==> src/hw/rtl/set_assoc_cache_nru_lookup_defines.svh <==
// Assertion macros for the NRU cache tag-store lookup.
// Included by the top level; expects clk and rst_n in scope.
`ifndef SET_ASSOC_CACHE_NRU_LOOKUP_DEFINES_SVH
`define SET_ASSOC_CACHE_NRU_LOOKUP_DEFINES_SVH

// Same-cycle implication, checked out of reset.
`define SAC_ASSERT_NOW(lbl, ante, cons, msg) \
  lbl: assert property (@(posedge clk) disable iff (!rst_n) (ante) |-> (cons)) \
    else $error(msg);

// Next-cycle implication, checked out of reset.
`define SAC_ASSERT_NEXT(lbl, ante, cons, msg) \
  lbl: assert property (@(posedge clk) disable iff (!rst_n) (ante) |=> (cons)) \
    else $error(msg);

`endif

==> src/hw/rtl/sac_ram.sv <==
// Simple dual-port synchronous RAM, one write and one registered read port.
// Depends on nothing; used for the tag and status stores.
module sac_ram #(
  parameter int WIDTH = 8,
  parameter int DEPTH = 16,
  parameter int AW    = 4
) (
  input  logic             clk,
  input  logic             we,
  input  logic [AW-1:0]    waddr,
  input  logic [WIDTH-1:0] wdata,
  input  logic             re,
  input  logic [AW-1:0]    raddr,
  output logic [WIDTH-1:0] rdata
);

  logic [WIDTH-1:0] mem [DEPTH];
  logic [WIDTH-1:0] rdata_r;

  always_ff @(posedge clk) begin
    if (we) begin
      mem[waddr] <= wdata;
    end
  end

  always_ff @(posedge clk) begin
    if (re) begin
      rdata_r <= mem[raddr];
    end
  end

  assign rdata = rdata_r;

endmodule

==> config.mk <==
export PLATFORM = sky130hd
export DESIGN_NAME = sac_ram
export DESIGN_NICKNAME = d
export VERILOG_FILES = /design/src/hw/rtl/set_assoc_cache_nru_lookup_defines.svh /design/src/hw/rtl/sac_ram.sv
export SDC_FILE = /design/constraint.sdc
export NUM_CORES = 1
export LEC_CHECK = 0
export BUFFER_PORTS_ARGS = -buffer_cell sky130_fd_sc_hd__buf_4
export CAP_MARGIN = 40
export CELL_PAD_IN_SITES_DETAIL_PLACEMENT = 1
export CELL_PAD_IN_SITES_GLOBAL_PLACEMENT = 1
export CORE_MARGIN = 8
export CORE_UTILIZATION = 50
export CTS_BUF_LIST = sky130_fd_sc_hd__clkbuf_16
export DETAILED_ROUTE_END_ITERATION = 6
export GPL_TIMING_DRIVEN = 0
export PLACE_DENSITY = 0.76
export SLEW_MARGIN = 10
export SYNTH_ARGS = -nofsm -noshare
export SYNTH_HDL_FRONTEND = slang
export SYNTH_SLANG_ARGS = --single-unit
==> constraint.sdc <==
create_clock -name clk -period 2.4 [get_ports clk]
set_input_delay 0.24 -clock clk [delete_from_list [all_inputs] [get_ports clk]]
set_output_delay 0.24 -clock clk [all_outputs]
set_load 0.005 [all_outputs]
* Yosys cells after proc, flatten, opt, wreduce, memory -nomap -nowiden
Memories as Yosys holds them, arrays and structs flattened. A register that Yosys moved wholly into a read port is not among the register bits. Index checks and enable logic that the tools add are counted.
Word-level totals: output and inout port bits 8, memories kept 1, flip-flop bits (word level) 0, bits of input ports 19, logic and storage cells 3, memory bits (writable) 128
Memories:
- mem | depth 16, width 8, rd ports 1, clocked after memory_dff 1, write ports 1, line sac_ram.sv:17 | logic [WIDTH-1:0] mem [DEPTH];
Operators by class: multiplexer cells 2
Operators with widths (count):
- $mux 1 | 2

* Longest topological paths before layout
Gate-level depths: netlist of run 1.
word-level depth 2, depth in mapped cells 5, gate-level depth less buffers 3

* Worst setup path before layout of run 1
No wires, ideal clock.
path kind in2reg, start input waddr[2], end memory mem[0][0], enable pin, data arrival time 1.350 ns, path buffers 0, data required time 2.017 ns, library setup time 0.383 ns, setup slack 0.667 ns, stages on the path 2, cell sequence or3b_2 -> nor3_1
RTL lines:
- start: declaration | line sac_ram.sv:10 | input logic [AW-1:0] waddr,
- end: declaration | line sac_ram.sv:17
No word-level cell before the write port.

==> impl_metrics.py, run 1 <==
metrics = {
    "cells_and_area": {
        "final_cells": 424,
        "fill_cells": 860,
        "syn2layout_area_growth_pct": 18.5,
        "register_area_mm2": 0.00408,
        "final_nets": 295,
        "multi_input_area_mm2": 0.00106,
        "fin_util_pct": 60.6,
        "drive_gt1_share_pct": 28.5,
        "antenna_cells": 0,
    },
    "run_status": {
        "outcome": "complete, no violations",
    },
    "timing": {
        "finalHoldViolations": 0,
        "setup_tns_ns": 0,
        "timing.final.max_slew_violations": 0,
        "worst_pin_slew_ns": 0.869,
        "maxSlewHeadroom_pct": 41.8,
        "skew_ns": 0.00349,
        "setup_violations": 0,
        "period_needed_ns": 1.60,
        "rsz0062_at_grt": "no",
        "fmax_mhz": 624,
        "hold_ws_ns": 0.131,
        "post-route-period-util_pct": 66.8,
        "setup_ws_ns": 0.796,
    },
    "synthesis": {
        "yosysWarnings": 0,
        "avgSynthCellArea_um2": 22.8,
        "ys_top_cells_by_area": "edfxtp_1 78%, mux4_2 7.8%, mux4_1 7.0%",
        "yosysMostFrequentCell": "edfxtp_1",
        "syn-num-nets": 248,
        "synth_top_area_cell": "edfxtp_1",
        "synth_cell_type_count": 18,
        "ys_seq_elements": 136,
        "ys.flop_type": "edfxtp_1",
        "synth_edf_count": 136,
        "async_flop_share_pct": 0,
        "synth_top_area_share_pct": 78.1,
        "synth.cells.most_frequent": "136 x edfxtp_1, 18 x mux4_2, 16 x a22oi_1",
        "seq_area_frac_synth_pct": 78.1,
        "synth_area_mm2": 0.00523,
        "netlist_instances": 229,
    },
    "clock_tree": {
        "holdBufCountCts": 0,
        "clkSinkCount": 136,
        "clkTransAtPathRegs_ns": 0.05,
        "htree_levels": 4,
        "postCtsSetupRepairBufs": 0,
        "clkLatencyLatePin_ns": 0.40,
        "cts_tree": "built",
        "clockBufferDepth": 2,
        "cts_root_buffer": "clkbuf_16",
        "cts_buffers": 17,
        "cts_resized": 0,
    },
    "routing": {
        "drt_iter0_drc": 210,
        "viasPerCell": 5.80,
        "wire_per_inst_um": 26.2,
        "drt-total-wl_mm": 11.1,
        "firstDrtPassIters": 4,
        "drc": 0,
        "ant_nets": 0,
        "vias": 2460,
    },
    "critical_path": {
        "cp.required_ns": 2.55,
        "cp.arrival_ns": 1.75,
        "crit_chain": "mux4_1, a22oi_1, nand2_1",
        "crit_slowest_cell": "mux4_1",
        "endpoint_kind": "register",
        "critPathLaunchType": "register",
        "worst_path_largest_cell_delay_ns": 0.57,
        "critical_path_class": "reg -> reg",
        "worst-path-max-fanout": 1,
    },
    "power": {
        "powerDensity_mw_per_mm2": 896,
        "leakagePower_nw": 2.08,
        "max-vdd-ir-drop_mv": 0.999,
    },
    "global_route": {
        "grt_pass1_wl_mm": 16.9,
        "antenna_found_initial": 0,
        "grt_max_degree": 17,
        "grt_remaining_overflow": 0,
        "grt_pass1_vias": 2659,
        "grt.total_usage_pct": 16.8,
    },
    "hold_path": {
        "hold_class": "in -> reg",
    },
    "floorplan": {
        "initial_core_util_pct": 51.1,
        "row_count": 37,
        "fp.dieW_um": 118,
        "num_io_pins": 27,
        "fp.dieH_um": 118,
        "core_area_mm2": 0.0102,
        "dieArea_mm2": 0.0140,
    },
    "place": {
        "place.gp.congestion": 0.731,
        "io_buffers": 25,
        "post-dp-hpwl_mm": 7.05,
        "place_inst": 393,
        "place_ws_ns": 0.413,
    },
    "job": {
        "drv_cap": 0,
    },
}
==> final cells by class <==
cell class	instances	share of cell area, %
tap	136	2.75
buffer	10	1.39
clock buffer	17	6.86
clock inverter	14	2.64
multi-input combinational	83	17.1
sequential	136	65.9
timing repair buffer	28	3.31
==> per-stage QoR <==
stage / area [µm²] / power (mW)
5_1_grt: 6200 / 5.69
2_1_floorplan: 5230 / 2.87
3_3_place_gp: 5590 / 2.99
3_5_place_dp: 5610 / 3.01
6_report: 6200 / 5.55
4_1_cts: 6200 / 5.60
==> kinds of logic after synthesis <==
group,share of synthesized area [%]
AOI/OAI and AO/OA,2.30
muxes,14.8
buffers and inverters,1.65
DFF,78.1
and+or+nand+nor,3.14
==> registers in the layout, indices dropped and copies added, names as in the netlist <==
name   cells
rdata      8
mem      128
==> per-layer routing <==
metal / track usage [%] / share of wire, % / vias up
li1: - / - / 1073
met2: 26.0 / 51 / 94
met1: 22.0 / 41 / 1284
met3: 4.47 / 6.9 / 9
met4: 7.45 / 1.4 / 0
met5: 0 / 0 / -
==> critical path, delay by kind of cell (launching register included) <==
kind             cells  cell delay [ns]
multiplexers         1             0.57
AND/OR/NAND/NOR      1             0.10
AO/OA/AOI/OAI        1             0.31
flip-flops           1             0.36
==> placed cells by master (no fill, tap or decap) <==
cell type        instances
clkbuf_16               17
nor3_1                   3
nand2b_1                 2
bufinv_16                4
buf_2                    5
inv_1                    1
clkinv_2                 2
nor2_1                  13
nand3b_1                 2
clkdlybuf4s25_2          3
and2b_1                  1
nand2_1                  9
a22oi_1                 16
and2_1                   1
mux4_2                  18
buf_6                    3
nor2b_1                  1
or3b_2                   1
clkinv_1                 6
nor3_2                   1
clkinvlp_4               1
mux4_1                  14
buf_4                   27
nand3_1                  1
edfxtp_1               136
==> worst paths after layout <==
path,start,to,slack (ns),cells past startpoint
max reg2reg,mem[5][0],rdata[0],0.80,3
min,re,rdata[7],0.13,1
min reg2reg,mem[11][7],rdata[7],0.77,3
max,mem[5][0],rdata[0],0.80,3
==> power by group <==
part	internal, mW	switching [mW]
sequential	2.68	0.0139
combinational	0.118	0.152
clock	1.70	0.889
Note: power is estimated with default switching activity, not from simulation.
==> run 2, diff against run 1 <==
- clock period: 2.4 -> 1.6 ns (I/O delays scaled with it)
==> run 2 against run 1 <==
Net effect: fmax increased by 5.3%; die area did not move; clock skew increased by 0.0044 ns.
==> impl_metrics.py, run 2 (synthesized netlist as in run 1, its figures left out) <==
metrics = {
    "routing": {
        "drt-total-wl_mm": 11.0,
        "ant_nets": 0,
        "drt_iter0_drc": 179,
        "viasPerCell": 5.81,
        "wire_per_inst_um": 25.8,
        "firstDrtPassIters": 6,
        "drc": 0,
        "vias": 2470,
    },
    "floorplan": {
        "fp.dieW_um": 118,
        "initial_core_util_pct": 51.1,
        "core_area_mm2": 0.0102,
        "dieArea_mm2": 0.0140,
        "row_count": 37,
        "num_io_pins": 27,
        "fp.dieH_um": 118,
    },
    "hold_path": {
        "hold_class": "in -> reg",
    },
    "cells_and_area": {
        "regMostFlops": "mem",
        "final_nets": 295,
        "fin_area_mm2": 0.00619,
        "fill_cells": 858,
        "largest_register_ff_count": 128,
        "final_cell_mix": "136 x edfxtp_1, 27 x buf_4, 18 x mux4_2",
        "final_cells": 425,
        "layout_commonest_cell": "edfxtp_1",
        "antenna_cells": 0,
        "syn2layout_area_growth_pct": 18.5,
        "drive_gt1_share_pct": 31.5,
    },
    "place": {
        "place.gp.congestion": 0.721,
        "io_buffers": 25,
        "dpl_cell_area_mm2": 0.00561,
        "post-dp-hpwl_mm": 7.17,
        "place_inst": 393,
    },
    "timing": {
        "rsz0062_at_grt": "no",
        "fmax_mhz": 656,
        "timing.final.max_slew_violations": 0,
        "setup_tns_ns": 0,
        "maxSlewHeadroom_pct": 44.7,
        "setup_violations": 0,
        "finalHoldViolations": 0,
        "skew_ns": 0.00792,
        "period_needed_ns": 1.52,
        "post-route-period-util_pct": 95.2,
        "worst_pin_slew_ns": 0.827,
    },
    "clock_tree": {
        "cts_root_buffer": "clkbuf_16",
        "clkSinkCount": 136,
        "clockBufferDepth": 2,
        "cts_tree": "built",
        "clkLatencyLatePin_ns": 0.42,
        "clkTransAtPathRegs_ns": 0.06,
        "htree_levels": 4,
        "cts_buffers": 17,
        "holdBufCountCts": 0,
    },
    "critical_path": {
        "crit_chain": "mux4_1, a22oi_1, nand2_1",
        "crit_slowest_cell": "mux4_1",
        "critPathLaunchType": "register",
        "cp.required_ns": 1.75,
        "worst-path-max-fanout": 1,
        "critical_path_class": "reg -> reg",
        "endpoint_kind": "register",
        "worst_path_largest_cell_delay_ns": 0.52,
        "cp.arrival_ns": 1.68,
        "worst-path-buf-inv": 0,
        "timing.critical_path.max_delay_family": "multiplexers",
    },
    "global_route": {
        "grt_pass1_vias": 2737,
        "grt_remaining_overflow": 0,
        "grt.total_usage_pct": 16.8,
        "grt_max_degree": 17,
        "grt_pass1_wl_mm": 16.8,
        "antenna_found_initial": 0,
    },
    "power": {
        "max-vdd-ir-drop_mv": 0.636,
        "powerDensity_mw_per_mm2": 1330,
        "leakagePower_nw": 2.07,
        "fin_total_pwr_mw": 8.23,
    },
    "job": {
        "drv_cap": 0,
    },
    "run_status": {
        "outcome": "complete, no violations",
    },
}
## run 2: per-stage QoR
step	util [%]	hold slack [ns]	worst slack, ns
finish	60.5	0.0174	0.0765
global route	60.5	0.0164	0.0235
CTS	60.5	0.00393	0.0286
detailed placement	54.8	0.442	-0.288
global placement	54.6	0.438	-0.363
floorplan	-	0.259	0.158
## run 2: timing repair
item / in CTS / in global routing
setup endpoints to repair: 0 / 1
buffers inserted: 0 / 0
gates resized for setup: 0 / 1
## run 2: routing by layer
layer | global-route usage (%) | share of wire [%] | up-vias
met3 | 4.95 | 5.4 | 18
met2 | 26.9 | 50 | 90
met1 | 21.0 | 43 | 1283
li1 | - | - | 1079
met4 | 7.21 | 1.8 | 0
met5 | 0 | 0 | -
## run 2: final timing paths
| path | endpoint | cells past startpoint | slack (ns) | start |
|---|---|---|---|---|
| worst min-delay path | rdata[4] | 1 | 0.02 | re |
| worst min register to register | rdata[2] | 3 | 0.77 | mem[11][2] |
| worst max-delay path | rdata[0] | 3 | 0.08 | mem[1][0] |
| worst max register to register | rdata[0] | 3 | 0.08 | mem[1][0] |
## run 2: power by group
part           total [mW]  internal, mW  switching, mW
clock                3.78          2.29           1.49
sequential           4.04          4.01         0.0210
combinational       0.409         0.178          0.231
total                8.23          6.48           1.74
## run 2: final cells by class
type	instances	area (µm²)	share of cell area, %
plain buffers	10	86.3	1.39
clock buffers	17	425	6.87
clock inverters	15	155	2.51
multi-input cells	83	1070	17.2
flip-flops and latches	136	4080	65.9
well taps	136	170	2.75
repair buffers	28	205	3.31
## run 2: worst reg2reg max path, delay by kind of cell, from the launching register on
family          cells  cell delay, ns
simple gates        1            0.11
mux                 1            0.52
compound gates      1            0.27
flops               1            0.35
==> run 3, diff against run 2 <==
- CORE_MARGIN: 8 -> 1.5
- GPL_ROUTABILITY_DRIVEN: not set -> 0
==> run 3 against run 2 <==
Net effect: clock skew is 0.00093 ns lower; critical path depth stayed put; worst setup slack got worse by 0.060 ns; final area fell by 0.14%; die area decreased by 21%; sequential power about the same; core utilization fell by 0.086 points; total power fell by 0.16%; clock power about the same; flip-flop and latch count stayed put; global-route usage rose by 5.5 points; wire length is 2.2% higher; critical path type unchanged.
==> impl_metrics.py, run 3 (synthesized netlist as in run 1, its figures left out) <==
metrics = {
    "run_status": {
        "outcome": "complete, no violations",
    },
    "timing": {
        "fmax_mhz": 632,
        "hold_ws_ns": 0.0323,
        "setup_violations": 0,
        "timing.final.max_slew_violations": 0,
        "maxSlewHeadroom_pct": 41.6,
        "period_needed_ns": 1.58,
        "finalHoldViolations": 0,
        "post-route-period-util_pct": 99.0,
        "setup_tns_ns": 0,
        "worst_pin_slew_ns": 0.873,
        "skew_ns": 0.00699,
        "rsz0062_at_grt": "no",
    },
    "global_route": {
        "grt_pass1_vias": 2687,
        "grt.total_usage_pct": 22.3,
        "grt_pass1_wl_mm": 17.1,
        "antenna_found_initial": 0,
        "grt_remaining_overflow": 0,
        "grt_max_degree": 17,
    },
    "clock_tree": {
        "htree_levels": 4,
        "cts_tree": "built",
        "postCtsSetupRepairBufs": 0,
        "cts_buffers": 17,
        "holdBufCountCts": 0,
        "clkSinkCount": 136,
        "clkLatencyLatePin_ns": 0.41,
        "clockBufferDepth": 2,
        "cts_root_buffer": "clkbuf_16",
        "clkTransAtPathRegs_ns": 0.06,
    },
    "job": {
        "drv_cap": 0,
    },
    "power": {
        "powerDensity_mw_per_mm2": 1330,
        "max-vdd-ir-drop_mv": 0.749,
        "leakagePower_nw": 2.08,
    },
    "cells_and_area": {
        "fin_util_pct": 60.5,
        "largest_register_ff_count": 128,
        "multi_input_area_mm2": 0.00107,
        "antenna_cells": 0,
        "fill_cells": 868,
        "register_area_mm2": 0.00408,
        "final_nets": 295,
        "regMostFlops": "mem",
        "drive_gt1_share_pct": 29.1,
        "final_cells": 425,
        "layout_commonest_cell": "edfxtp_1",
        "syn2layout_area_growth_pct": 18.3,
        "final_cell_mix": "136 x edfxtp_1, 28 x buf_4, 18 x mux4_2",
    },
    "routing": {
        "drt-total-wl_mm": 11.2,
        "vias": 2518,
        "drc": 0,
        "wire_per_inst_um": 26.4,
        "firstDrtPassIters": 4,
        "ant_nets": 0,
        "viasPerCell": 5.92,
        "drt_iter0_drc": 160,
    },
    "hold_path": {
        "hp-start": "re",
        "hold_class": "in -> reg",
    },
    "critical_path": {
        "cp.required_ns": 1.75,
        "endpoint_kind": "register",
        "critPathLaunchType": "register",
        "worst-path-max-fanout": 1,
        "timing.critical_path.max_delay_family": "multiplexers",
        "crit_chain": "mux4_1, a22oi_1, nand2_1",
        "worst-path-buf-inv": 0,
        "cp.arrival_ns": 1.73,
        "worst_path_largest_cell_delay_ns": 0.55,
        "crit_slowest_cell": "mux4_1",
        "r2r_start": "mem[5][0]",
        "critical_path_class": "reg -> reg",
        "crit_start": "mem[5][0]",
    },
    "floorplan": {
        "row_count": 37,
        "num_io_pins": 27,
        "core_area_mm2": 0.0102,
        "fp.dieW_um": 105,
        "dieArea_mm2": 0.0111,
        "initial_core_util_pct": 51.1,
        "fp.dieH_um": 105,
    },
    "place": {
        "post-dp-hpwl_mm": 7.01,
        "io_buffers": 25,
        "place_inst": 393,
    },
}
[run 3: through the flow]
stage	instance area [µm²]	setup slack (ns)	power [mW]
3_3_place_gp	5590	-0.365	4.49
2_1_floorplan	5230	0.158	4.31
3_5_place_dp	5610	-0.305	4.52
4_1_cts	6180	0.0130	8.26
6_report	6180	0.0165	8.22
5_1_grt	6180	0.0108	8.41
[run 3: repair_timing]
action,CTS,global route
pin swaps,0,1
gates cloned,0,0
setup endpoints to repair,1,1
resized for setup,1,0
[run 3: path summary, 6_finish.rpt]
path	to	slack (ns)	cells after the start
hold reg to reg	rdata[5]	0.79	3
hold / removal	rdata[0]	0.03	1
setup reg to reg	rdata[0]	0.02	3
setup / recovery	rdata[0]	0.02	3
[run 3: cell type report]
cell class | count | share of cell area (%)
plain buffers | 10 | 1.40
clock buffers | 17 | 6.88
clock inverters | 15 | 2.33
multi-input cells | 83 | 17.3
flip-flops and latches | 136 | 66.0
well taps | 136 | 2.75
repair buffers | 28 | 3.36
[run 3: power by group]
| group | switching (mW) | total, mW | internal, mW |
|---|---|---|---|
| logic | 0.229 | 0.407 | 0.178 |
| clock network | 1.38 | 3.77 | 2.39 |
| registers | 0.0216 | 4.04 | 4.02 |
| total | 1.63 | 8.22 | 6.59 |
[run 3: worst register-to-register path, delay by kind of cell (launching register included)]
family | cells | cell delay [ns]
muxes | 1 | 0.55
AOI/OAI and AO/OA | 1 | 0.26
and+or+nand+nor | 1 | 0.13
DFF | 1 | 0.38
[run 3: layer usage]
metal | global-route usage, % | vias up | wire length (µm)
li1 | - | 1078 | -
met3 | 5.13 | 12 | 599
met2 | 34.6 | 95 | 5590
met4 | 8.22 | 0 | 191
met5 | 0 | - | 0
met1 | 31.4 | 1333 | 4840
