## config.mk

```make
export PLATFORM = sky130hd
export DESIGN_NAME = sac_nru
export DESIGN_NICKNAME = d
export VERILOG_FILES = /design/src/hw/rtl/set_assoc_cache_nru_lookup_defines.svh /design/src/hw/rtl/sac_pkg.sv /design/src/hw/rtl/sac_nru.sv
export SDC_FILE = /design/constraint.sdc
export NUM_CORES = 1
export LEC_CHECK = 0
export BUFFER_PORTS_ARGS = -buffer_cell sky130_fd_sc_hd__buf_2
export CELL_PAD_IN_SITES_DETAIL_PLACEMENT = 0
export CELL_PAD_IN_SITES_GLOBAL_PLACEMENT = 2
export CORE_AREA = 2 2 228 230
export DETAILED_ROUTE_END_ITERATION = 10
export DIE_AREA = 0 0 230 232
export PLACE_DENSITY_LB_ADDON = 0.1
export SETUP_SLACK_MARGIN = 0.05
export SYNTH_ARGS = -nofsm -noshare
export SYNTH_HDL_FRONTEND = slang
export SYNTH_SLANG_ARGS = --single-unit
```

## constraint.sdc

```tcl
create_clock -name vclk -period 4.6
set_clock_uncertainty 0.2 [all_clocks]
set_input_delay 0.46 -clock vclk [all_inputs]
set_output_delay 0.46 -clock vclk [all_outputs]
set_load 0.005 [all_outputs]
```

## src/hw/rtl/set_assoc_cache_nru_lookup_defines.svh

```systemverilog
// Assertion macros for the NRU cache tag-store lookup.
// Included by the top level; expects clk and rst_n in scope.
`ifndef SET_ASSOC_CACHE_NRU_LOOKUP_DEFINES_SVH
`define SET_ASSOC_CACHE_NRU_LOOKUP_DEFINES_SVH

// Same-cycle implication, checked out of reset.
`define SAC_ASSERT_NOW(lbl, ante, cons, msg) \
  lbl: assert property (@(posedge clk) disable iff (!rst_n) (ante) |-> (cons)) \
    else $error(msg);

// Next-cycle implication, checked out of reset.
`define SAC_ASSERT_NEXT(lbl, ante, cons, msg) \
  lbl: assert property (@(posedge clk) disable iff (!rst_n) (ante) |=> (cons)) \
    else $error(msg);

`endif

```

## src/hw/rtl/sac_pkg.sv

```systemverilog
// Shared types and constants for the NRU cache tag-store lookup.
// No dependencies; imported by the top level, sac_split and sac_nru.
package sac_pkg;

  localparam int ADDR_W      = 32;
  localparam int CFG_INDEX_W = 8;
  localparam int CFG_DATA_W  = 8;
  localparam int WAY_IDX_W   = 4;   // covers up to 16 ways
  localparam int OUT_WAY_W   = 3;
  localparam int MISS_W      = 32;
  localparam int SET_FIELD_W = 15;  // index field before reduction modulo SETS
  localparam int RECIP_SHIFT = 26;  // fixed-point scale of the reciprocal
  localparam int REM_W       = 12;  // holds a remainder below twice SETS

  localparam logic [5:0] RST_ADDR_WIDTH   = 6'd32;
  localparam logic [4:0] RST_OFFSET_BITS  = 5'd4;
  localparam logic [3:0] RST_INDEX_BITS   = 4'd4;
  localparam logic [3:0] RST_WAYS_IN_USE  = 4'd4;

  typedef enum logic [CFG_INDEX_W-1:0] {
    REG_ADDR_WIDTH   = 8'd0,
    REG_OFFSET_BITS  = 8'd1,
    REG_INDEX_BITS   = 8'd2,
    REG_WAYS_IN_USE  = 8'd3
  } sac_reg_t;

  typedef enum logic {
    ST_CLEAR,
    ST_RUN
  } sac_state_t;

  typedef struct packed {
    logic                 hit;
    logic [WAY_IDX_W-1:0] way;
  } sac_pick_t;

endpackage

```

## src/hw/rtl/sac_nru.sv

```systemverilog
// Way selection for one set: tag compare, fill or NRU victim choice, and
// the updated tag, valid and reference rows. Depends on sac_pkg.
module sac_nru #(
  parameter int WAYS      = 8,
  parameter int TAG_WIDTH = 32
) (
  input  logic [TAG_WIDTH-1:0]      tag,
  input  logic [WAYS*TAG_WIDTH-1:0] tag_row,
  input  logic [WAYS-1:0]           valid_row,
  input  logic [WAYS-1:0]           ref_row,
  input  logic [3:0]                ways_in_use,
  output sac_pkg::sac_pick_t        pick,
  output logic [WAYS*TAG_WIDTH-1:0] tag_row_new,
  output logic [WAYS-1:0]           valid_new,
  output logic [WAYS-1:0]           ref_new
);

  import sac_pkg::*;

  logic [4:0]           nways;
  logic [WAYS-1:0]      in_use;
  logic [WAYS-1:0]      match;
  logic [WAYS-1:0]      inv;
  logic [WAYS-1:0]      ref_eff;
  logic [WAYS-1:0]      cand;
  logic                 all_set;
  logic                 hit;
  logic                 found;
  logic [WAY_IDX_W-1:0] hit_way;
  logic [WAY_IDX_W-1:0] inv_way;
  logic [WAY_IDX_W-1:0] vic_way;
  logic [WAY_IDX_W-1:0] chosen;

  always_comb begin
    // Clamp the associativity setting into one..WAYS.
    if (ways_in_use == 4'd0) begin
      nways = 5'd1;
    end else if (5'(ways_in_use) > 5'(WAYS)) begin
      nways = 5'(WAYS);
    end else begin
      nways = 5'(ways_in_use);
    end

    for (int w = 0; w < WAYS; w++) begin
      in_use[w] = (5'(w) < nways);
      match[w]  = in_use[w] && valid_row[w] &&
                  (tag_row[w*TAG_WIDTH +: TAG_WIDTH] == tag);
      inv[w]    = in_use[w] && !valid_row[w];
    end

    all_set = &(ref_row | ~in_use);
    ref_eff = all_set ? (ref_row & ~in_use) : ref_row;
    cand    = in_use & ~ref_eff;
    hit     = |match;
    found   = |inv;

    // Lowest set bit wins: scan from the top down.
    hit_way = '0;
    inv_way = '0;
    vic_way = '0;
    for (int w = WAYS - 1; w >= 0; w--) begin
      if (match[w]) hit_way = WAY_IDX_W'(w);
      if (inv[w])   inv_way = WAY_IDX_W'(w);
      if (cand[w])  vic_way = WAY_IDX_W'(w);
    end

    tag_row_new = tag_row;
    valid_new   = valid_row;
    ref_new     = ref_row;
    if (hit) begin
      chosen = hit_way;
    end else if (found) begin
      chosen = inv_way;
    end else begin
      chosen  = vic_way;
      ref_new = ref_eff;
    end

    for (int w = 0; w < WAYS; w++) begin
      if (WAY_IDX_W'(w) == chosen) begin
        if (hit) begin
          ref_new[w] = 1'b1;
        end else begin
          tag_row_new[w*TAG_WIDTH +: TAG_WIDTH] = tag;
          if (found) valid_new[w] = 1'b1;
        end
      end
    end

    pick.hit = hit;
    pick.way = chosen;
  end

endmodule

```

# After elaboration in Yosys (flattened, before gate mapping)
# Index checks and enable logic that the tools add are counted.
dict set report totals {
  ff_bits 0
  inputBits 308
  elab_cells 153
}
dict set report classes {
  magnitude_cmp 9
  n_eq_ne 15
  n_mux 87
  bitwise_logic 5
  reduce_logical 37
}
# operator count
set ops {}
lappend ops {{two-way mux 32 bit} 16}
lappend ops {{equality test 32 bit} 8}
lappend ops {{two-way mux 4 bit} 25}
lappend ops {{two-way mux 1 bit} 40}
lappend ops {{logical AND 1 bit} 24}
lappend ops {{two-way mux 8 bit} 3}
lappend ops {{less-than comparator 3 x 5 -> 1 bit (first input constant)} 4}
lappend ops {{AND 8 bit} 2}
lappend ops {{equality test 3 x 4 -> 1 bit (first input constant)} 4}
lappend ops {{NOT 8 bit} 2}
lappend ops {{OR reduction 8 bit} 2}
lappend ops {{less-than comparator 1 x 5 -> 1 bit (first input constant)} 2}
lappend ops {{less-than comparator 2 x 5 -> 1 bit (first input constant)} 2}
lappend ops {{two-way mux 3 bit} 3}
lappend ops {{equality test 2 x 4 -> 1 bit (first input constant)} 2}
lappend ops {{logical NOT 1 bit} 8}
lappend ops {{logical NOT 4 bit} 2}
lappend ops {{OR 8 bit} 1}
lappend ops {{AND reduction 8 bit} 1}
lappend ops {{equality test 1 x 4 -> 1 bit (first input constant)} 1}
lappend ops {{greater-than comparator 4 bit (second input constant)} 1}

# Longest topological paths before layout
# Gate-level depths: netlist of the first run.
dict set report logic_depth {
  depth_word 22
  ltp_mapped 13
  mapped_depth_nobuf 8
}

# Worst setup path after synthesis of the first run
# OpenSTA, ideal clock, no wires.
dict set report synth_path {
  kind {input -> output}
  start {in ways_in_use[3]}
  end {out tag_row_new[129]}
  arrival_time_ns 2.992
  t_required_ns 3.940
  setup_slack_ns 0.948
  path_stages 11
  path_buffers 3
  cell_sequence {buf_2 or3b_1 o311ai_1 nand4_2 a21oi_2 o21ba_1 a211o_1 buf_2 nor4b_4 buf_6 mux2_1}
}
dict set report synth_via {
  elab_chain_cells 22
  word_cells_on_any_way 74
  classes_between {order compare (9); eq/ne (1); mux (31); bitwise (5); reduce/logical (28)}
}
# item line_no
set synth_rtl {}
lappend synth_rtl {{start: declaration} sac_nru.sv:11} ;# input logic [3:0] ways_in_use,
lappend synth_rtl {{greater-than comparator 4 bit} sac_nru.sv:38} ;# end else if (5'(ways_in_use) > 5'(WAYS)) begin
lappend synth_rtl {{two-way mux 4 bit} sac_nru.sv:38}
lappend synth_rtl {{two-way mux 4 bit *} sac_nru.sv:36} ;# if (ways_in_use == 4'd0) begin
lappend synth_rtl {{less-than comparator 1 x 5 -> 1 bit (tied with other cells)} sac_nru.sv:45} ;# in_use[w] = (5'(w) < nways);
lappend synth_rtl {{NOT 8 bit} {sac_nru.sv:51, sac_nru.sv:52}}
lappend synth_rtl {{OR 8 bit} sac_nru.sv:51} ;# all_set = &(ref_row | ~in_use);
lappend synth_rtl {{AND reduction 8 bit} sac_nru.sv:51}
lappend synth_rtl {{two-way mux 8 bit} sac_nru.sv:52} ;# ref_eff = all_set ? (ref_row & ~in_use) : ref_row;
lappend synth_rtl {{NOT 8 bit} sac_nru.sv:53} ;# cand = in_use & ~ref_eff;
lappend synth_rtl {{AND 8 bit} sac_nru.sv:53}
lappend synth_rtl {{two-way mux 3 bit} sac_nru.sv:64} ;# if (cand[w]) vic_way = WAY_IDX_W'(w);
lappend synth_rtl {{two-way mux 4 bit (7 in a row)} sac_nru.sv:64}
lappend synth_rtl {{two-way mux 4 bit} sac_nru.sv:72} ;# end else if (found) begin
lappend synth_rtl {{two-way mux 4 bit} sac_nru.sv:70} ;# if (hit) begin
lappend synth_rtl {{equality test 3 x 4 -> 1 bit} sac_nru.sv:80} ;# if (WAY_IDX_W'(w) == chosen) begin
lappend synth_rtl {{two-way mux 32 bit *} sac_nru.sv:80}
lappend synth_rtl {{end: declaration} sac_nru.sv:13} ;# output logic [WAYS*TAG_WIDTH-1:0] tag_row_new,
# Every way passes the cells marked *; elsewhere a longest branch is shown, timed or not.

# Final worst setup path of the first run
dict set report layout_path {
  start {in tag[12]}
  end {out tag_row_new[211]}
}
dict set report layout_via {
  elab_chain_cells 13
  word_cells_on_any_way 29
  classes_between {eq/ne (9); mux (11); reduce/logical (9)}
}
# item line_no
set layout_rtl {}
lappend layout_rtl {{start: declaration} sac_nru.sv:7} ;# input logic [TAG_WIDTH-1:0] tag,
lappend layout_rtl {{equality test 32 bit} sac_nru.sv:47} ;# (tag_row[w*TAG_WIDTH +: TAG_WIDTH] == tag);
lappend layout_rtl {{logical AND 1 bit} sac_nru.sv:46} ;# match[w] = in_use[w] && valid_row[w] &&
lappend layout_rtl {{two-way mux 3 bit} sac_nru.sv:62} ;# if (match[w]) hit_way = WAY_IDX_W'(w);
lappend layout_rtl {{two-way mux 4 bit (7 in a row)} sac_nru.sv:62}
lappend layout_rtl {{two-way mux 4 bit} sac_nru.sv:70}
lappend layout_rtl {{equality test 3 x 4 -> 1 bit} sac_nru.sv:80}
lappend layout_rtl {{two-way mux 32 bit *} sac_nru.sv:80}
# Marks and branches as above.

==> flow_metrics.env, run 1 <==
export IMPL_status="finished, final reports clean"
export IMPL_grt_pass1_wl_um=91000
export IMPL_syn_inst=1018
export IMPL_postCtsSetupRepairBufs=0
export IMPL_yosysTopAreaCell="mux2_1"
export IMPL_start_util=0.162
export IMPL_maxCapViolCount=0
export IMPL_hpwlAfterDp_um=59900
export IMPL_via_count=10600
export IMPL_cp_arrival_ps=3760
export IMPL_yosysMostFrequentCell="mux2_1"
export IMPL_drtIter0Drc=566
export IMPL_power_leakage_nw=5.35
export IMPL_start_kind="primary input"
export IMPL_cts_hold_buf=0
export IMPL_seqCellArea_um2=0
export IMPL_antenna_found_initial=14
export IMPL_grt_max_degree=33
export IMPL_yosys_top_cells_area="mux2_1 23%, xnor2_1 14%, xor2_1 13%"
export IMPL_drive_gt1_frac=0.492
export IMPL_slew_headroom=0.593
export IMPL_final_area_um2=12400
export IMPL_synth_top_cell_area_share=0.234
export IMPL_dieWidth_um=230
export IMPL_drc_errors=0
export IMPL_gp_congestion=0.858
export IMPL_rsz0062_at_grt="false"
export IMPL_fin_cells=2277
export IMPL_ir_drop_mv=0.0414
export IMPL_seq_area_frac_synth=0
export IMPL_dp_cells=2274
export IMPL_required_ps=3940
export IMPL_drt_total_wl_um=69000
export IMPL_grt_pass1_vias=11000
export IMPL_drv_slew=0
export IMPL_min_period_ps=4420
export IMPL_design_seq_count=0
export IMPL_avgSynthCellArea_um2=8.12
export IMPL_yosys_warnings=0
export IMPL_cts_resized=0
export IMPL_pwr_density_cell_nw_per_um2=114
export IMPL_syn_area_um2=8260
export IMPL_setup_viol=0
export IMPL_min_path_type="primary input to output port"
export IMPL_end_kind="output port"
export IMPL_num_rows=83
export IMPL_port_buffers=584
export IMPL_core_um2=50900
export IMPL_die_h_um=232
export IMPL_drt_pass1_iter_count=5
export IMPL_clock_fmax_mhz=226
export IMPL_finalNetCount=1904
export IMPL_wire_per_inst_um=30.3
export IMPL_yosys_cell_types_count=71
export IMPL_grt_use_total=0.244
export IMPL_worst_pin_slew_ps=606
export IMPL_avgViaCountPerCell=4.68
export IMPL_syn_nets=1326
export IMPL_gr_total_overflow=0
export IMPL_dieArea_um2=53400
export IMPL_pre_cts_ws_ps=140
export IMPL_min_period_over_period=0.962
export IMPL_crit_type="primary input to output port"
export IMPL_ant_nets=0
export IMPL_hold_violations=0
export IMPL_layout_setup_ws_ps=176
export IMPL_synth_common_cells="172 x mux2_1, 130 x xnor2_1, 119 x xor2_1, 82 x mux2_2, 74 x buf_2"
export IMPL_syn_to_final_growth_pct=49.5
export IMPL_fin_tns_setup_ps=0
export IMPL_critPathMaxFanout=32
export IMPL_io_pins=585
export IMPL_dpl_cell_area_um2=12300
export IMPL_clock_buffers=0
cell usage in the layout, fill, tap and decap left out, drive strengths merged, types with 3 or more instances in the layout:
master   instances
buf            675
mux2           254
xnor2          130
xor2           119
nand4           75
nor4            57
nor2            40
nand2           36
nand2b          21
nand3           17
inv             17
nor3            17
o21ai           12
nor4b           12
nand4b          11
or4             10
a21oi           10
o21bai           7
nor2b            6
or3              5
and4             4
o22a             4
o22ai            4
or2              4
a31oi            4
diode            3
o2111ai          3
and3             3
a31o             3
nand3b           3
o211ai           3
a211oi           3
where the power goes:
group / switching [W] / internal, W
registers: 0 / 0
logic: 0.000806 / 0.000606
clock network: 0 / 0.0000000000426
total: 0.000806 / 0.000606
stage by stage:
| step | hold slack, ps | utilization | total power, W |
|---|---|---|---|
| after floorplan | 814 | - | 0.000670 |
| after global placement | 1030 | 0.242 | 0.00142 |
| after detailed placement | 1030 | 0.242 | 0.00142 |
| after CTS | 1030 | 0.242 | 0.00142 |
| after global routing | 1040 | 0.243 | 0.00151 |
| final | 1030 | 0.243 | 0.00141 |
area by class of cell:
| cell class | instances | area, µm² |
|---|---|---|
| diodes | 3 | 7.51 |
| fillers | 5913 | 38500 |
| inverters | 17 | 63.8 |
| multi-input cells | 902 | 7640 |
| well taps | 680 | 851 |
| repair buffers | 675 | 3790 |
worst max-delay path: stages:
cell and delay, ps:
buf_2 470, xnor2_1 250, nand4_1 120, nor4b_1 570
nand4_1 330, o211a_2 280, a31oi_4 210, and4b_1 280
buf_12 230, mux2_1 370, buf_2 140
cell families after synthesis:
| family | synth area share |
|---|---|
| AOI/OAI and AO/OA | 0.0666 |
| other | 0.000454 |
| muxes | 0.349 |
| buffers and inverters | 0.0777 |
| and+or+nand+nor | 0.243 |
| xor gates and xnor gates | 0.264 |
path summary, 6_finish.rpt:
| kind | start | endpoint | slack, ps | cells after the start |
|---|---|---|---|---|
| max | tag[12] | tag_row_new[211] | 180 | 11 |
| min | tag_row[240] | tag_row_new[240] | 1030 | 3 |
metal layers:
layer	GRT usage	part of all wire	wire, µm	up-vias
met5	0	0.00059	41	-
met4	0.0403	0.019	1340	6
met3	0.0324	0.053	3630	62
met2	0.440	0.50	34300	423
met1	0.311	0.43	29700	5251
li1	-	-	-	4904
Note: power is estimated with default switching activity, not from simulation.
==> inputs of run 2 (changes only) <==
- CORE_AREA: 2 2 228 230 -> 2 2 226 228
- DIE_AREA: 0 0 230 232 -> 0 0 228 230
- clock period: 4.6 -> 3.9 ns (I/O delays scaled with it)
==> flow_metrics.env, run 2 (synthesis gave the netlist of run 1 again) <==
export IMPL_status="complete, but fails checks"
export IMPL_violations="setup timing"
export IMPL_hold_violations=0
export IMPL_gr_total_overflow=0
export IMPL_drv_slew=0
export IMPL_wire_per_inst_um=29.7
export IMPL_drt_total_wl_um=73300
export IMPL_fin_util=0.338
export IMPL_min_period_over_period=1.00
export IMPL_maxCapViolCount=0
export IMPL_design_seq_count=0
export IMPL_drive_gt1_frac=0.664
export IMPL_clock_fmax_mhz=256
export IMPL_grt_pass1_wl_um=96800
export IMPL_cp_arrival_ps=3320
export IMPL_power_leakage_nw=7.72
export IMPL_worst_pin_slew_ps=589
export IMPL_p_sw_w=0.00111
export IMPL_min_path_type="primary input to output port"
export IMPL_via_count=11500
export IMPL_dieArea_um2=52400
export IMPL_pwr_share_clk=0
export IMPL_switching_share=0.497
export IMPL_start_util=0.166
export IMPL_rsz0062_at_grt="true"
export IMPL_antenna_found_initial=10
export IMPL_crit_type="primary input to output port"
export IMPL_port_buffers=584
export IMPL_dieWidth_um=228
export IMPL_min_period_ps=3910
export IMPL_syn_to_final_growth_pct=104
export IMPL_ant_nets=0
export IMPL_core_um2=49900
export IMPL_dp_cells=2404
export IMPL_internal_power_w=0.00113
export IMPL_finalNetCount=2102
export IMPL_dpl_cell_area_um2=13600
export IMPL_num_rows=82
export IMPL_cts_hold_buf=0
export IMPL_seqPwrFrac=0
export IMPL_slew_headroom=0.606
export IMPL_avgViaCountPerCell=4.66
export IMPL_clock_buffers=0
export IMPL_start_kind="primary input"
export IMPL_end_kind="output port"
export IMPL_pre_cts_ws_ps=-338
export IMPL_layout_commonest_cell="buf_2"
export IMPL_setup_viol=3
export IMPL_fin_cells=2468
export IMPL_required_ps=3310
export IMPL_drt_pass1_iter_count=5
export IMPL_critPathMaxFanout=8
export IMPL_gp_congestion=0.896
export IMPL_final_area_um2=16900
export IMPL_grt_use_total=0.259
export IMPL_grt_max_degree=33
export IMPL_hpwlAfterDp_um=61200
export IMPL_drc_errors=0
export IMPL_io_pins=585
export IMPL_combPwrFrac=1.000
export IMPL_grt_pass1_vias=12000
export IMPL_layout_setup_ws_ps=-5.06
export IMPL_ir_drop_mv=0.0535
export IMPL_drtIter0Drc=571
export IMPL_layout_common_cells="436 x buf_2, 216 x buf_4, 151 x buf_6"
export IMPL_die_h_um=230
export IMPL_power_total_w=0.00224
export IMPL_seqCellArea_um2=0
export IMPL_pwr_density_cell_nw_per_um2=133
## run 2: cell types whose count changed in the layout (fill, tap and decap cells not counted), sizes merged
cell	previous run	this run
diode	3	4
clkbuf	0	13
buf	675	860
## run 2: worst paths after layout
path | from | endpoint | depth (start not counted)
worst min-delay path | tag_row[235] | tag_row_new[235] | 3
worst max-delay path | tag[29] | tag_row_new[199] | 13
## run 2: worst max-delay path, cell delays in order
cell and delay [ps]:
buf_12 120, buf_8 120, xor2_4 180, nor4_4 250
nand4_1 130, or4_4 570, o211a_4 180, a31oi_4 270
and4b_2 340, buf_12 130, buf_12 150, mux2_4 330
buf_6 120
## run 2: timing repair
action | in CTS | in global routing
resized for setup | 225 | 257
setup buffers | 22 | 20
pin swaps | 26 | 32
setup endpoints to repair | 258 | 262
gates cloned | 8 | 11
## run 2: final cells by class
type | instances | area, µm²
multi-input combinational | 902 | 8980
inverter | 17 | 63.8
timing repair buffer | 873 | 6960
fill | 5414 | 33000
antenna | 4 | 10.0
tap | 672 | 841
## run 2: stage by stage
step | TNS (ps) | hold slack, ps
detailed placement | -49970 | 892
floorplan | 0 | 674
global placement | -46050 | 890
CTS | -505 | 894
global route | -14860 | 904
finish | -7.89 | 892
## run 2: layer usage
layer	track usage	share of wire	vias up
met1	0.333	0.44	5702
met4	0.0398	0.020	6
met5	0	0.00045	-
li1	-	-	5300
met2	0.469	0.50	437
met3	0.0305	0.044	68
## run 2: power groups by stage
stage	clock, W	sequential, W	combinational (W)
detailed placement	0	0	0.00182
global placement	0	0	0.00183
CTS	0	0	0.00201
finish	0.000000000114	0	0.00224
floorplan	0	0	0.000790
global route	0.0000000000687	0	0.00235
==> inputs of run 3 (changes only) <==
- SETUP_SLACK_MARGIN: 0.05 -> default
==> flow_metrics.env, run 3 (synthesis gave the netlist of run 1 again) <==
export IMPL_clock_fmax_mhz=254
export IMPL_grt_pass1_vias=11800
export IMPL_gr_total_overflow=0
export IMPL_wire_per_inst_um=29.5
export IMPL_via_count=11400
export IMPL_layout_common_cells="464 x buf_2, 214 x buf_4, 117 x xnor2_1"
export IMPL_setup_viol=36
export IMPL_drtIter0Drc=534
export IMPL_gp_congestion=0.896
export IMPL_pwr_density_cell_nw_per_um2=134
export IMPL_required_ps=3310
export IMPL_dpl_cell_area_um2=13600
export IMPL_maxCapViolCount=0
export IMPL_num_rows=82
export IMPL_drc_errors=0
export IMPL_rsz0062_at_grt="true"
export IMPL_hold_violations=0
export IMPL_drt_total_wl_um=72300
export IMPL_drt_pass1_iter_count=5
export IMPL_min_period_ps=3940
export IMPL_fin_tns_setup_ps=-446
export IMPL_port_buffers=584
export IMPL_drv_slew=0
export IMPL_cp_startpoint="ways_in_use[3]"
export IMPL_worst_pin_slew_ps=504
export IMPL_start_kind="primary input"
export IMPL_ant_nets=0
export IMPL_fillers=5473
export IMPL_slew_headroom=0.663
export IMPL_end_kind="output port"
export IMPL_layout_setup_ws_ps=-40.7
export IMPL_slowest_stage="nor4_4"
export IMPL_status="complete, but fails checks"
export IMPL_seqCellArea_um2=0
export IMPL_drive_gt1_frac=0.635
export IMPL_min_path_type="primary input to output port"
export IMPL_min_period_over_period=1.01
export IMPL_dieArea_um2=52400
export IMPL_path_cells="buf_12 > buf_6 > nor3_4 > buf_6 > o21ai_4 > nor4_4 > nand2_1 > nand4b_1 > buf_4 > a31oi_4 > and4b_2 > buf_12 > clkbuf_16 > mux2_1 > buf_2"
export IMPL_multi_input_area_um2=8620
export IMPL_grt_pass1_wl_um=95300
export IMPL_cp_arrival_ps=3350
export IMPL_antenna_found_initial=12
export IMPL_io_pins=585
export IMPL_grt_max_degree=23
export IMPL_design_seq_count=0
export IMPL_cp_endpoint="tag_row_new[204]"
export IMPL_layout_commonest_cell="buf_2"
export IMPL_cts_hold_buf=0
export IMPL_hpwlAfterDp_um=61200
export IMPL_avgViaCountPerCell=4.64
export IMPL_die_h_um=230
export IMPL_finalNetCount=2084
export IMPL_grt_use_total=0.257
export IMPL_clock_buffers=0
export IMPL_min_path_cells=3
export IMPL_syn_to_final_growth_pct=94.1
export IMPL_ir_drop_mv=0.0515
export IMPL_final_area_um2=16000
export IMPL_start_util=0.166
export IMPL_critPathMaxStageDelay_ps=410
export IMPL_critPathMaxFanout=8
export IMPL_dieWidth_um=228
export IMPL_violations="setup timing"
export IMPL_crit_type="primary input to output port"
export IMPL_power_leakage_nw=7.20
export IMPL_core_um2=49900
[run 3: cell types whose count changed in the layout (fill, tap and decap cells not counted), moves of 4 or more]
cell	before	now
buf_2	436	464
buf_6	151	116
buf_8	7	0
clkbuf_16	12	8
mux2_1	55	86
mux2_2	68	78
mux2_4	131	90
xnor2_1	110	117
xnor2_2	19	13
xor2_1	97	103
xor2_4	8	3
[run 3: worst min-delay path by stage]
stage / from / end / slack (ps)
finish: tag_row[82] / tag_row_new[82] / 900
global route: tag_row[39] / tag_row_new[39] / 900
CTS: tag_row[219] / tag_row_new[219] / 890
detailed placement: tag_row[148] / tag_row_new[148] / 890
global placement: tag_row[212] / tag_row_new[212] / 890
floorplan: valid_row[1] / valid_new[1] / 670
[run 3: through the flow]
| step | setup slack [ps] | power (W) | std cells | hold WS (ps) | utilization |
|---|---|---|---|---|---|
| 2_1_floorplan | 388 | 0.000790 | 1018 | 674 | - |
| 3_3_place_gp | -351 | 0.00183 | 2404 | 890 | 0.273 |
| 3_5_place_dp | -338 | 0.00182 | 2404 | 892 | 0.273 |
| 4_1_cts | -74.0 | 0.00191 | 2425 | 893 | 0.289 |
| 5_1_grt | -129 | 0.00225 | 2449 | 904 | 0.322 |
| 6_report | -40.7 | 0.00214 | 2450 | 895 | 0.322 |
[run 3: what timing repair did]
item,CTS,global route
setup buffers,14,15
pin swaps,16,27
cloned,7,8
hold endpoints to repair,0,0
gates resized for setup,103,256
endpoints found under the setup margin,257,256
[run 3: where the power goes]
| group | internal [W] | switching (W) | leakage, nW | total, W |
|---|---|---|---|---|
| logic | 0.00105 | 0.00109 | 7.20 | 0.00214 |
| clock network | 0.000000000119 | 0 | 0.0000254 | 0.000000000119 |
| registers | 0 | 0 | 0 | 0 |
| total | 0.00105 | 0.00109 | 7.20 | 0.00214 |
[run 3: per-layer routing]
| metal | part of all wire | vias up | global-route usage |
|---|---|---|---|
| met5 | 0.00032 | - | 0 |
| li1 | - | 5269 | - |
| met3 | 0.038 | 57 | 0.0277 |
| met1 | 0.44 | 5613 | 0.333 |
| met4 | 0.016 | 4 | 0.0419 |
| met2 | 0.50 | 429 | 0.463 |
[run 3: worst max-delay path, delay by kind of cell]
family | cells | cell delay (ps)
compound gates | 2 | 300
mux | 1 | 330
simple gates | 5 | 1320
buf+inv | 7 | 990
[run 3: final cells by class]
cell class,count,area share
diodes,4,0.000624
multi-input cells,902,0.537
inverters,17,0.00398
well taps,672,0.0524
repair buffers,855,0.406
